$ cat src/hdl/periodic_laplacian_time_kernel_unit_defines.svh
// assertion macros for the periodic laplacian time kernel unit
`ifndef PERIODIC_LAPLACIAN_TIME_KERNEL_UNIT_DEFINES_SVH
`define PERIODIC_LAPLACIAN_TIME_KERNEL_UNIT_DEFINES_SVH

// implication checked on every edge outside reset
`define PLTK_ASSERT_IMP(label, ante, cons) \
  label: assert property (@(posedge clk) disable iff (rst) (ante) |-> (cons)) \
    else $error("assertion failed");

// next-cycle implication checked outside reset
`define PLTK_ASSERT_NEXT(label, ante, cons) \
  label: assert property (@(posedge clk) disable iff (rst) (ante) |=> (cons)) \
    else $error("assertion failed");

`endif

$ cat src/hdl/pltk_pkg.sv
// ---------------------------------------------------------------------------
// pltk_pkg
// shared types and constants of the laplacian time kernel unit
// ---------------------------------------------------------------------------
`timescale 1ns / 1ps
`default_nettype none
package pltk_pkg;

  localparam int unsigned ACC_W  = 40;
  localparam int unsigned MAG_W  = 38;

  // neighbor read order for a compute item
  typedef enum logic [2:0] {
    RD_CENTER = 3'd0,
    RD_XP     = 3'd1,
    RD_XM     = 3'd2,
    RD_YP     = 3'd3,
    RD_YM     = 3'd4,
    RD_ZP     = 3'd5,
    RD_ZM     = 3'd6
  } rd_sel_t;

  // controller to datapath
  typedef struct packed {
    logic    store;     // write loaded beat into memories
    logic    capture;   // latch input beat fields
    logic    rd_en;     // issue a memory read
    rd_sel_t rd_sel;
    logic    acc_clr;   // first read data arrives
    logic    acc_en;    // accumulate neighbor read data
    logic    mult;      // start multiply stage
    logic    combine;   // join partial products
    logic    finish;    // round, saturate, load output register
  } dp_cmd_t;

endpackage
`default_nettype wire

$ cat src/hdl/pltk_ctrl.sv
// ---------------------------------------------------------------------------
// pltk_ctrl
// sequencer for load and compute beats
// ---------------------------------------------------------------------------
`timescale 1ns / 1ps
`default_nettype none
`include "periodic_laplacian_time_kernel_unit_defines.svh"
module pltk_ctrl (
  input  wire logic             clk,
  input  wire logic             rst,
  input  wire logic             in_fire,
  input  wire logic             in_op,
  input  wire logic             out_busy,
  output logic                  idle,
  output pltk_pkg::dp_cmd_t     cmd
);

  typedef enum logic [4:0] {
    S_IDLE = 5'b00001,
    S_READ = 5'b00010,
    S_MUL  = 5'b00100,
    S_FIN  = 5'b01000,
    S_WAIT = 5'b10000
  } state_t;

  state_t     state, state_next;
  logic [2:0] rd_cnt, rd_cnt_next;
  logic       rd_pend;
  logic [2:0] rd_last;

  assign idle = (state == S_IDLE);

  always_comb begin
    state_next   = state;
    rd_cnt_next  = rd_cnt;
    cmd          = '0;
    cmd.rd_sel   = pltk_pkg::rd_sel_t'(rd_cnt);
    cmd.acc_clr  = rd_pend && (rd_last == pltk_pkg::RD_CENTER);
    cmd.acc_en   = rd_pend && (rd_last != pltk_pkg::RD_CENTER);
    unique case (state)
      S_IDLE: begin
        if (in_fire) begin
          cmd.capture = 1'b1;
          cmd.store   = !in_op;
          if (in_op) begin
            state_next  = S_READ;
            rd_cnt_next = 3'd0;
          end
        end
      end
      S_READ: begin
        cmd.rd_en = 1'b1;
        if (rd_cnt == 3'(pltk_pkg::RD_ZM)) begin
          state_next = S_MUL;
        end else begin
          rd_cnt_next = rd_cnt + 3'd1;
        end
      end
      S_MUL: begin
        if (!rd_pend) begin
          cmd.mult   = 1'b1;
          state_next = S_FIN;
        end
      end
      S_FIN: begin
        cmd.combine = 1'b1;
        state_next  = S_WAIT;
      end
      S_WAIT: begin
        if (!out_busy) begin
          cmd.finish = 1'b1;
          state_next = S_IDLE;
        end
      end
      default: state_next = S_IDLE;
    endcase
  end

  always_ff @(posedge clk) begin
    if (rst) begin
      state   <= S_IDLE;
      rd_cnt  <= 3'd0;
      rd_pend <= 1'b0;
      rd_last <= 3'd0;
    end else begin
      state   <= state_next;
      rd_cnt  <= rd_cnt_next;
      rd_pend <= cmd.rd_en;
      rd_last <= rd_cnt;
    end
  end

  `PLTK_ASSERT_IMP(a_onehot, 1'b1, $onehot(state))
  `PLTK_ASSERT_IMP(a_rd_only_read, cmd.rd_en, state == S_READ)
  `PLTK_ASSERT_NEXT(a_cap_idle, cmd.capture && in_op, !idle)
  `PLTK_ASSERT_IMP(a_fin_free, cmd.finish, !out_busy)

endmodule
`default_nettype wire

$ cat config.mk
export PLATFORM = sky130hd
export DESIGN_NAME = pltk_ctrl
export DESIGN_NICKNAME = d
export VERILOG_FILES = /design/src/hdl/pltk_pkg.sv /design/src/hdl/pltk_ctrl.sv
export VERILOG_INCLUDE_DIRS = /design/src /design/src/hdl
export SDC_FILE = /design/constraint.sdc
export NUM_CORES = 1
export LEC_CHECK = 0
export BUFFER_PORTS_ARGS = -buffer_cell sky130_fd_sc_hd__buf_4
export CAP_MARGIN = 0
export CELL_PAD_IN_SITES_DETAIL_PLACEMENT = 0
export CELL_PAD_IN_SITES_GLOBAL_PLACEMENT = 2
export CORE_MARGIN = 3
export CORE_UTILIZATION = 30
export CTS_CLUSTER_SIZE = 8
export DETAILED_ROUTE_END_ITERATION = 8
export GPL_TIMING_DRIVEN = 0
export PLACE_DENSITY = 0.82
export SLEW_MARGIN = 20
export SYNTH_ARGS = -nofsm -noshare
export SYNTH_HDL_FRONTEND = slang
export SYNTH_SLANG_ARGS = --single-unit
$ cat constraint.sdc
create_clock -name clk -period 4.5 [get_ports clk]
set_input_delay 1.35 -clock clk [delete_from_list [all_inputs] [get_ports clk]]
set_output_delay 1.35 -clock clk [all_outputs]
set_load 0.1 [all_outputs]
# After elaboration in Yosys (flattened, before gate mapping)
# Cells that the tools add are included.
# op_classes
add_sub_neg	1
eq_ne	12
muxes	18
n_reduce_logical	8
# op_table
operator	count
5-bit 2-to-1 mux	5
5-bit one-hot mux with 5 select lines	1
2-bit != test (second input constant)	6
3-bit 2-to-1 mux	3
1-bit 2-to-1 mux	6
3-bit one-hot mux with 2 select lines	1
5-bit by 1-bit equality test with 1-bit output (second input constant)	1
5-bit by 2-bit equality test with 1-bit output (second input constant)	1
5-bit by 3-bit equality test with 1-bit output (second input constant)	1
5-bit by 4-bit equality test with 1-bit output (second input constant)	1
5-bit equality test (second input constant)	1
5-bit AND reduction	1
2-bit 2-to-1 mux	2
4-bit AND reduction	1
3-bit by 1-bit adder with 3-bit output (second input constant)	1
3-bit equality test (second input constant)	1
3-bit logical NOT	1
3-bit nonzero test	1
1-bit logical AND	2
2-bit nonzero test	1
1-bit logical NOT	1
# word_totals
regBits	12
input_bits	5
elab_cells	43

# Logic depth before layout (Yosys ltp)
# Gate-level depths: netlist of run 1.
# depth
word_depth	3
ltp_mapped	6

# Least setup slack after synthesis of run 1
# OpenSTA, ideal clock, no wires.
# synth_timing
path_kind	input to output
startpoint	in out_busy
endpoint	out cmd[0] in the netlist's numbering
arrival_ns	4.306
required_time_ns	3.150
setup_slack_ns	-1.156
cell_stages	3
path_cell_list	nor2_1 nand2_1 nor4_1
# synth_rtl
element	line_no	text
from (decl)	pltk_ctrl.sv:13	input wire logic out_busy,
to (decl)	pltk_ctrl.sv:15	output pltk_pkg::dp_cmd_t cmd

==> flow_metrics.tcl, run 1 <==
set metrics [dict create \
    status "complete, no violations" \
    synth_fp_nets 80 \
    maxCapViolations 0 \
    place_congestion 0.695 \
    syn_inst 73 \
    syn-cell-area_um2 621 \
    cts_hold_buf 0 \
    die_y_um 51.5 \
    grtUsageTotal_pct 12.6 \
    fin_setup_tns_ns 0 \
    dr_total_vias 597 \
    worst_path_dominant_cell_family "buffers and inverters" \
    p_per_area_mw_per_mm2 297 \
    cts_tree "yes" \
    setup_violations 0 \
    fmax_mhz 290 \
    dieArea_mm2 0.00265 \
    drive_above_1_share_pct 29.0 \
    arrival_ns 2.09 \
    grtUsageMet1_pct 17.4 \
    synth_area_leader_cell "dfxtp_1" \
    rsz0062_at_grt "no" \
    num-nets-final 101 \
    synth_top_family_by_area "simple AND/OR/NAND/NOR gates" \
    worstSetupStartpointType "input pin" \
    clk_latency_ns 0.27 \
    synth_compound_area_share_pct 10.1 \
    synthSimpleGateAreaFrac_pct 40.3 \
    rows 15 \
    critPathCaptureType "output pin" \
    wire_per_inst_um 12.6 \
    cts_resized 0 \
    fillers 223 \
    drc 0 \
    cts.path.max_buffers 2 \
    portBuffers 16 \
    fin_skew_ns 0.00226 \
    crit_top_cell "buf_4" \
    power.leakage_nw 0.329 \
    boundaryPins 17 \
    critPathRequiredTime_ns 3.15 \
    avgSynthCellArea_um2 8.50 \
    placedCellCount 114 \
    stdcell_count 118 \
    synthDistinctLibCells 28 \
    area_growth_pct 32.7 \
    cts.sinks 12 \
    yosys_warnings 0 \
    grt_pass1_wl_um 2440 \
    post-route-period-util_pct 76.5 \
    ys_seq_elements 12 \
    dr.pass1.iters 5 \
    fp.coreArea_mm2 0.00184 \
    crit_slowest_cell "buf_4" \
    period_needed_ns 3.44 \
    synthTopCellsByArea "dfxtp_1 39%, nor2b_1 6.0%, a21oi_1 4.8%, nand3b_1 4.8%, ha_1 4.0%" \
    slew_viol_final 0 \
    cp.buffers_inverters 2 \
    worstSetupPathType "in -> out" \
    vdd_drop_max_mv 0.146 \
    ctsRootBufferMaster "clkbuf_4" \
    synthAdderAreaFrac_pct 4.03 \
    clkTransAtPathRegs_ns 0.08 \
    yosysTopAreaCellShare_pct 38.7 \
    synthMuxAreaShare_pct 0 \
    relSlewSlack_pct 67.5 \
    first_global_vias 539 \
    ctsHtreeMaxLevel 1 \
    ant_nets 0 \
    tightest_slew_ns 0.487 \
    dr.first_iter.drc_count 19 \
    die_x_um 51.5 \
    hold_path.class "reg -> reg" \
    grt_overflow 0 \
    antennaDiodeCount 0 \
    synth_xor_area_share_pct 1.41 \
    grt_start_max_net_pins 11 \
    crit_path_max_fanout 3 \
    ys_seq_area_share_pct 38.7 \
    via_per_inst 5.06 \
    cp_cell_sequence "buf_4 > nor2_1 > nand2_1 > nor4_2 > buf_4" \
    cts-buffers-inserted 3 \
    routed_wl_um 1490 \
    use_met3_pct 5.25 \
    grt_busiest_layer "met2" \
    crit_path_max_incr_delay_ns 0.33 \
    antenna_found_initial 0 \
    start_util_pct 33.7 \
    hold_viol_final 0 \
    met2_usage_pct 18.2 \
    postCtsSetupBuffers 0 \
    reg2reg_setup_slack_ns 2.69 \
]
==> layout by cell type, fill, tap and decap left out, drive strengths merged, types with 2 or more instances in the layout <==
cell type and instances:
buf 18, dfxtp 12, clkbuf 7, a21oi 6, nor2b 6, nor2 5, nand2 5, nor3 5
nand3b 4, nor4 4, and2 3, nand2b 2, nand3 2, ha 2
==> logic make-up after synthesis <==
family | after synthesis
simple gates | 42
flops | 12
compound gates | 10
buf+inv | 6
fa+ha+maj | 2
xor+xnor | 1
==> area by class of cell <==
| type | instances | area (µm²) | share of cell area [%] |
|---|---|---|---|
| tap | 25 | 31.3 | 3.80 |
| inverter | 1 | 3.75 | 0.456 |
| timing repair buffer | 16 | 120 | 14.6 |
| multi-input combinational | 55 | 362 | 43.9 |
| buffer | 5 | 30.0 | 3.65 |
| sequential | 12 | 240 | 29.2 |
| clock buffer | 4 | 36.3 | 4.41 |
==> state kept, by name, summed over array words and instances, names as in the netlist <==
name     cells
rd_pend      1
rd_cnt       3
state        5
rd_last      3
==> per-layer routing <==
layer	wire length, µm	vias up
li1	-	303
met2	640	16
met1	756	276
met3	72	2
met4	16	0
met5	0	-
==> cells in the mapped netlist, drive strengths merged <==
| master | count |
|---|---|
| dfxtp | 12 |
| a21oi | 6 |
| nor2b | 6 |
| nand2 | 5 |
| nor2 | 5 |
| nor3 | 5 |
| nand3b | 4 |
| nor4 | 4 |
| and2 | 3 |
| clkbuf | 3 |
| buf | 2 |
| ha | 2 |
| nand2b | 2 |
| nand3 | 2 |
| a2111o | 1 |
| a311oi | 1 |
| and3 | 1 |
| inv | 1 |
| nand4 | 1 |
| nor4b | 1 |
| o21ai | 1 |
| o31ai | 1 |
| or3 | 1 |
| or4 | 1 |
| or4b | 1 |
| xor2 | 1 |
==> metrics by stage <==
| step | area, µm² | total power [mW] | utilization (%) | setup WS, ns | hold slack [ns] |
|---|---|---|---|---|---|
| floorplan | 636 | 0.150 | - | 0.0220 | 0.484 |
| global placement | 787 | 0.162 | 42.8 | 1.08 | 0.508 |
| detailed placement | 787 | 0.162 | 42.8 | 1.06 | 0.509 |
| CTS | 823 | 0.247 | 44.8 | 1.05 | 0.522 |
| global route | 823 | 0.258 | 44.8 | 1.00 | 0.548 |
| finish | 823 | 0.244 | 44.8 | 1.06 | 0.519 |
==> power by group <==
part | internal (mW) | total [mW] | switching (mW)
Clock | 0.0492 | 0.0851 | 0.0359
Sequential | 0.108 | 0.110 | 0.00187
Combinational | 0.0128 | 0.0496 | 0.0368
Total | 0.170 | 0.244 | 0.0746
==> final timing paths <==
path / startpoint / end / depth (start not counted)
worst min-delay path: rd_cnt[2]$_SDFFE_PP0P_ / rd_last[2]$_SDFF_PP0_ / 1
worst min register to register: rd_cnt[2]$_SDFFE_PP0P_ / rd_last[2]$_SDFF_PP0_ / 1
worst max register to register: state[1]$_SDFFE_PP0P_ / rd_cnt[1]$_SDFFE_PP0P_ / 4
worst max-delay path: out_busy / cmd[0] / 5
Power figures use the tool's default switching activity.
==> run 2: changes to the inputs <==
--- a/config.mk
+++ b/config.mk
@@ -11,11 +11,11 @@
 export CELL_PAD_IN_SITES_DETAIL_PLACEMENT = 0
 export CELL_PAD_IN_SITES_GLOBAL_PLACEMENT = 2
 export CORE_MARGIN = 3
-export CORE_UTILIZATION = 30
+export CORE_UTILIZATION = 25
 export CTS_CLUSTER_SIZE = 8
 export DETAILED_ROUTE_END_ITERATION = 8
 export GPL_TIMING_DRIVEN = 0
-export PLACE_DENSITY = 0.82
+export PLACE_DENSITY = 0.73
 export SLEW_MARGIN = 20
 export SYNTH_ARGS = -nofsm -noshare
 export SYNTH_HDL_FRONTEND = slang
==> constraint.sdc (replaced) <==
create_clock -name clk -period 2.8 [get_ports clk]
set_input_delay 0.84 -clock clk [delete_from_list [all_inputs] [get_ports clk]]
set_output_delay 0.84 -clock clk [all_outputs]
set_load 0.1 [all_outputs]
==> run 2 against run 1 <==
Effect of this change:
- non-clock buffer count stayed put
- die area is 18% higher
- combinational power is 66% higher
- register-to-register slack worse by 1.7 ns
- flip-flop and latch count stayed put
- sequential share of layout area is 1.0 points lower
- global-route usage is 1.7 points lower
- power is 63% higher
- clock skew is 0.0017 ns lower
- first-iteration DRC count is 26% lower
- design area is 4.1% higher
==> flow_metrics.tcl, run 2 (synthesized netlist as in run 1, its figures left out) <==
set metrics [dict create \
    status "complete, no violations" \
    dr.first_iter.drc_count 14 \
    cts-buffers-inserted 3 \
    reg2reg_depth 5 \
    whs_ns 0.522 \
    cts.path.max_buffers 2 \
    crit_slowest_cell "or4b_4" \
    cp_cell_sequence "buf_6 > or4b_4 > nor2_2 > buf_4" \
    grt_start_max_net_pins 11 \
    top_register "state" \
    critPathCaptureType "output pin" \
    worst_path_dominant_cell_family "simple AND/OR/NAND/NOR gates" \
    die_x_um 55.8 \
    grt_pass1_wl_um 2720 \
    antenna_found_initial 0 \
    ant_nets 0 \
    worstSetupPathType "reg -> out" \
    first_global_vias 625 \
    hold_path.class "reg -> reg" \
    slew_viol_final 0 \
    antennaDiodeCount 0 \
    hold_depth 1 \
    boundaryPins 17 \
    period_needed_ns 2.65 \
    fp.coreArea_mm2 0.00228 \
    crit_cells 4 \
    total_power_mw 0.398 \
    fillers 240 \
    p_per_area_mw_per_mm2 464 \
    arrival_ns 1.81 \
    drive_above_1_share_pct 33.3 \
    dieArea_mm2 0.00312 \
    fin_skew_ns 0.000541 \
    ctsRootBufferMaster "clkbuf_4" \
    worstSetupStartpointType "flop" \
    portBuffers 16 \
    clk_latency_ns 0.27 \
    dp_hpwl_um 1090 \
    dr_total_vias 600 \
    post-route-period-util_pct 94.8 \
    die_y_um 55.8 \
    clkTransAtPathRegs_ns 0.08 \
    grt_overflow 0 \
    grtUsageTotal_pct 10.9 \
    start_util_pct 27.3 \
    relSlewSlack_pct 62.0 \
    most-common-layout-cells "17 x buf_4, 11 x dfxtp_1, 6 x a21oi_1, 5 x nand2_1, 5 x nor2b_1" \
    via_per_inst 4.96 \
    num-nets-final 101 \
    drc 0 \
    cp.buffers_inverters 2 \
    rsz0062_at_grt "no" \
    largest_reg_flops 5 \
    dr.pass1.iters 2 \
    fin_setup_tns_ns 0 \
    setup_violations 0 \
    vdd_drop_max_mv 0.243 \
    cts.sinks 12 \
    rows 17 \
    cts_tree "yes" \
    critPathRequiredTime_ns 1.96 \
    place_congestion 0.736 \
    routed_wl_um 1500 \
    tightest_slew_ns 0.570 \
    maxCapViolations 0 \
    final_common_cell "buf_4" \
    reg.largest.list "state x5, rd_cnt x3, rd_last x3" \
    power.leakage_nw 0.332 \
    crit_path_max_fanout 9 \
    fmax_mhz 377 \
    area_growth_pct 38.1 \
    hold_viol_final 0 \
    wire_per_inst_um 12.4 \
    crit_path_max_incr_delay_ns 0.58 \
    ctsHtreeMaxLevel 1 \
]
==> run 2: timing repair <==
| item | 4_1_cts | 5_1_grt |
|---|---|---|
| endpoints found under the setup margin | 0 | 1 |
| hold buffers | 0 | 0 |
| resized for setup | 0 | 1 |
| buffers inserted | 0 | 0 |
==> run 2: worst reg2reg max path: cells and delay by family (launching register included) <==
family / cells / cell delay (ns)
buffers and inverters: 1 / 0.14
and+or+nand+nor: 2 / 0.65
DFF: 1 / 0.31
AOI/OAI and AO/OA: 2 / 0.60
==> run 2: final cells by class <==
cell class | instances | area, µm² | share of cell area [%]
Clock buffer | 4 | 36.3 | 4.23
Timing Repair Buffer | 16 | 120 | 14.0
Sequential cell | 12 | 241 | 28.2
Inverter | 1 | 3.75 | 0.438
Tap cell | 28 | 35.0 | 4.09
Multi-Input combinational cell | 55 | 390 | 45.5
Buffer | 5 | 30.0 | 3.50
==> run 2: path summary, 6_finish.rpt <==
kind,slack [ns],end,from
worst max-delay path,0.15,cmd[8],state[2]$_SDFFE_PP0P_
worst min-delay path,0.52,rd_last[2]$_SDFF_PP0_,rd_cnt[2]$_SDFFE_PP0P_
worst max register to register,1.04,rd_cnt[1]$_SDFFE_PP0P_,state[2]$_SDFFE_PP0P_
worst min register to register,0.52,rd_last[2]$_SDFF_PP0_,rd_cnt[2]$_SDFFE_PP0P_
==> run 2: power by group <==
part	internal, mW	switching (mW)	leakage (nW)
sequential	0.174	0.00366	0.0974
clock	0.0791	0.0593	0.0210
combinational	0.0219	0.0605	0.214
==> run 2: per-stage QoR <==
| stage | setup slack [ns] | utilization (%) | std cells | area [µm²] |
|---|---|---|---|---|
| 6_report | 0.146 | 37.7 | 121 | 857 |
| 5_1_grt | 0.0570 | 37.7 | 121 | 857 |
| 4_1_cts | 0.0359 | 37.6 | 121 | 856 |
| 3_5_place_dp | 0.345 | 36.0 | 117 | 820 |
| 3_3_place_gp | 0.342 | 36.0 | 117 | 820 |
| 2_1_floorplan | -0.0242 | - | 73 | 664 |
==> run 2: layer usage <==
| layer | vias to the layer above | GRT usage [%] | routed length (µm) |
|---|---|---|---|
| li1 | 303 | - | - |
| met1 | 285 | 13.3 | 721 |
| met2 | 12 | 17.4 | 708 |
| met3 | 0 | 4.87 | 74 |
| met4 | 0 | 3.05 | 0 |
| met5 | - | 0 | 0 |
==> run 3: changes to the inputs <==
--- a/config.mk
+++ b/config.mk
@@ -6,16 +6,16 @@
 export SDC_FILE = /design/constraint.sdc
 export NUM_CORES = 1
 export LEC_CHECK = 0
-export BUFFER_PORTS_ARGS = -buffer_cell sky130_fd_sc_hd__buf_4
 export CAP_MARGIN = 0
 export CELL_PAD_IN_SITES_DETAIL_PLACEMENT = 0
 export CELL_PAD_IN_SITES_GLOBAL_PLACEMENT = 2
 export CORE_MARGIN = 3
-export CORE_UTILIZATION = 25
+export CORE_UTILIZATION = 30
 export CTS_CLUSTER_SIZE = 8
 export DETAILED_ROUTE_END_ITERATION = 8
+export DONT_BUFFER_PORTS = 1
 export GPL_TIMING_DRIVEN = 0
-export PLACE_DENSITY = 0.73
+export PLACE_DENSITY = 0.72
 export SLEW_MARGIN = 20
 export SYNTH_ARGS = -nofsm -noshare
 export SYNTH_HDL_FRONTEND = slang
==> run 3 against run 2 <==
Effect of this change:
- the flow now finishes with violations (negative setup slack)
- fmax decreased by 8.2%
- critical endpoint is now cmd[10]
- setup slack worse by 0.24 ns
- flip-flop and latch count is the same
- critical path type unchanged
- sequential power barely moved
- register-to-register slack got worse by 0.55 ns
- critical path depth unchanged
- via count is 10% lower
==> flow_metrics.tcl, run 3 (synthesized netlist as in run 1, its figures left out) <==
set metrics [dict create \
    cp_cell_sequence "buf_6 > nor4_4 > and3_4 > nor2b_4" \
    arrival_ns 2.05 \
    period_needed_ns 2.89 \
    start_util_pct 33.7 \
    post_dp_cell_area_um2 728 \
    crit_end "cmd[10]" \
    setup_violations 1 \
    cts_tree "yes" \
    die_x_um 51.5 \
    post-route-period-util_pct 103 \
    die_y_um 51.5 \
    postLayoutSetupSlackWorst_ns -0.0910 \
    top_register "state" \
    fp.coreArea_mm2 0.00184 \
    rows 15 \
    grt_pass1_wl_um 2380 \
    portBuffers 0 \
    tightest_slew_ns 1.08 \
    reg2reg_setup_slack_ns 0.49 \
    crit_path_start "state[3]$_SDFFE_PP0P_" \
    crit_slowest_cell "nor2b_4" \
    hold_depth 2 \
    num-nets-final 90 \
    worstSetupPathType "reg -> out" \
    reg2reg_depth 6 \
    cp.buffers_inverters 1 \
    crit_path_max_fanout 4 \
    boundaryPins 17 \
    critPathRequiredTime_ns 1.96 \
    use_met3_pct 6.12 \
    utilization_pct 45.0 \
    violations "negative setup slack" \
    maxCapViolations 0 \
    grtUsageTotal_pct 11.9 \
    reg.largest.list "state x5, rd_cnt x3, rd_last x3" \
    cts_hold_buf 0 \
    worst_path_dominant_cell_family "simple AND/OR/NAND/NOR gates" \
    ctsRootBufferMaster "clkbuf_4" \
    worstSetupStartpointType "flop" \
    antenna_found_initial 0 \
    whs_ns 0.565 \
    fin_setup_tns_ns -0.0910 \
    seq_area_um2 245 \
    antennaDiodeCount 0 \
    status "finished, violations left" \
    hold_viol_final 0 \
    fin_skew_ns 0.00499 \
    relSlewSlack_pct 28.0 \
    dieArea_mm2 0.00265 \
    design_area_um2 827 \
    area_growth_pct 33.3 \
    critPathCaptureType "output pin" \
    vdd_drop_max_mv 0.442 \
    drc 0 \
    place_congestion 0.739 \
    cts.path.max_buffers 2 \
    hold_path.class "reg -> reg" \
    crit_cells 4 \
    slew_viol_final 0 \
    grt_start_max_net_pins 11 \
    crit_path_max_incr_delay_ns 0.61 \
    wire_per_inst_um 13.0 \
    dpl_worst_slack_ns -0.160 \
    r2r_start "rd_cnt[0]$_SDFFE_PP0P_" \
    clk_latency_ns 0.28 \
    fmax_mhz 346 \
    r2r-end "rd_cnt[2]$_SDFFE_PP0P_" \
    grt_busiest_layer "met2" \
    dr.first_iter.drc_count 3 \
    dr_total_vias 539 \
    placedCellCount 100 \
    grtUsageMet1_pct 15.7 \
    rsz0062_at_grt "yes" \
    fillers 198 \
    largest_reg_flops 5 \
    met2_usage_pct 17.2 \
    first_global_vias 508 \
    multi_input_area_um2 423 \
    grt_overflow 0 \
    drive_above_1_share_pct 30.5 \
    final_common_cell "dfxtp_1" \
    p_per_area_mw_per_mm2 470 \
    routed_wl_um 1390 \
    ant_nets 0 \
    clkTransAtPathRegs_ns 0.07 \
    stdcell_count 107 \
    dp_hpwl_um 1020 \
    dr.pass1.iters 3 \
    cts-buffers-inserted 3 \
    total_power_mw 0.389 \
    via_per_inst 5.04 \
    ctsHtreeMaxLevel 1 \
    power.leakage_nw 0.288 \
    most-common-layout-cells "10 x dfxtp_1, 6 x a21oi_1, 5 x nand2_1" \
    cts.sinks 12 \
]
run 3: cell type report:
cell class | instances | share of cell area [%]
clock buffer | 4 | 4.39
timing repair buffer | 5 | 6.35
tap | 25 | 3.78
buffer | 5 | 4.24
multi-input combinational | 55 | 51.1
sequential | 12 | 29.7
inverter | 1 | 0.454
run 3: worst reg2reg max path: stages (launching register included):
cell and delay [ns]:
dfxtp_1 1.01, inv_1 0.21, ha_1 0.25, and2_1 0.19, nor3_2 0.22, nand2b_1 0.17
a311oi_1 0.09
run 3: what timing repair did:
action,4_1_cts,5_1_grt
resized for setup,6,5
setup buffers,0,3
endpoints found under the setup margin,4,3
pin swaps,0,4
run 3: worst min-delay path by stage:
stage | from | endpoint | slack (ns)
2_1_floorplan | rd_pend$_SDFF_PP0_ | state[2]$_SDFFE_PP0P_ | 0.50
3_3_place_gp | rd_pend$_SDFF_PP0_ | state[2]$_SDFFE_PP0P_ | 0.54
3_5_place_dp | rd_pend$_SDFF_PP0_ | state[2]$_SDFFE_PP0P_ | 0.53
4_1_cts | rd_pend$_SDFF_PP0_ | state[2]$_SDFFE_PP0P_ | 0.57
5_1_grt | state[0]$_SDFFE_PP1P_ | rd_pend$_SDFF_PP0_ | 0.60
6_report | rd_pend$_SDFF_PP0_ | state[2]$_SDFFE_PP0P_ | 0.56
run 3: metal layers:
metal,share of wire (%),vias up
li1,-,281
met1,50,242
met2,43,14
met3,6.3,2
met4,0.57,0
met5,0,-
run 3: power by group:
| part | internal [mW] | switching (mW) | total [mW] |
|---|---|---|---|
| Combinational | 0.0166 | 0.0553 | 0.0719 |
| Clock | 0.0791 | 0.0590 | 0.138 |
| Sequential | 0.173 | 0.00606 | 0.179 |
| Total | 0.269 | 0.120 | 0.389 |
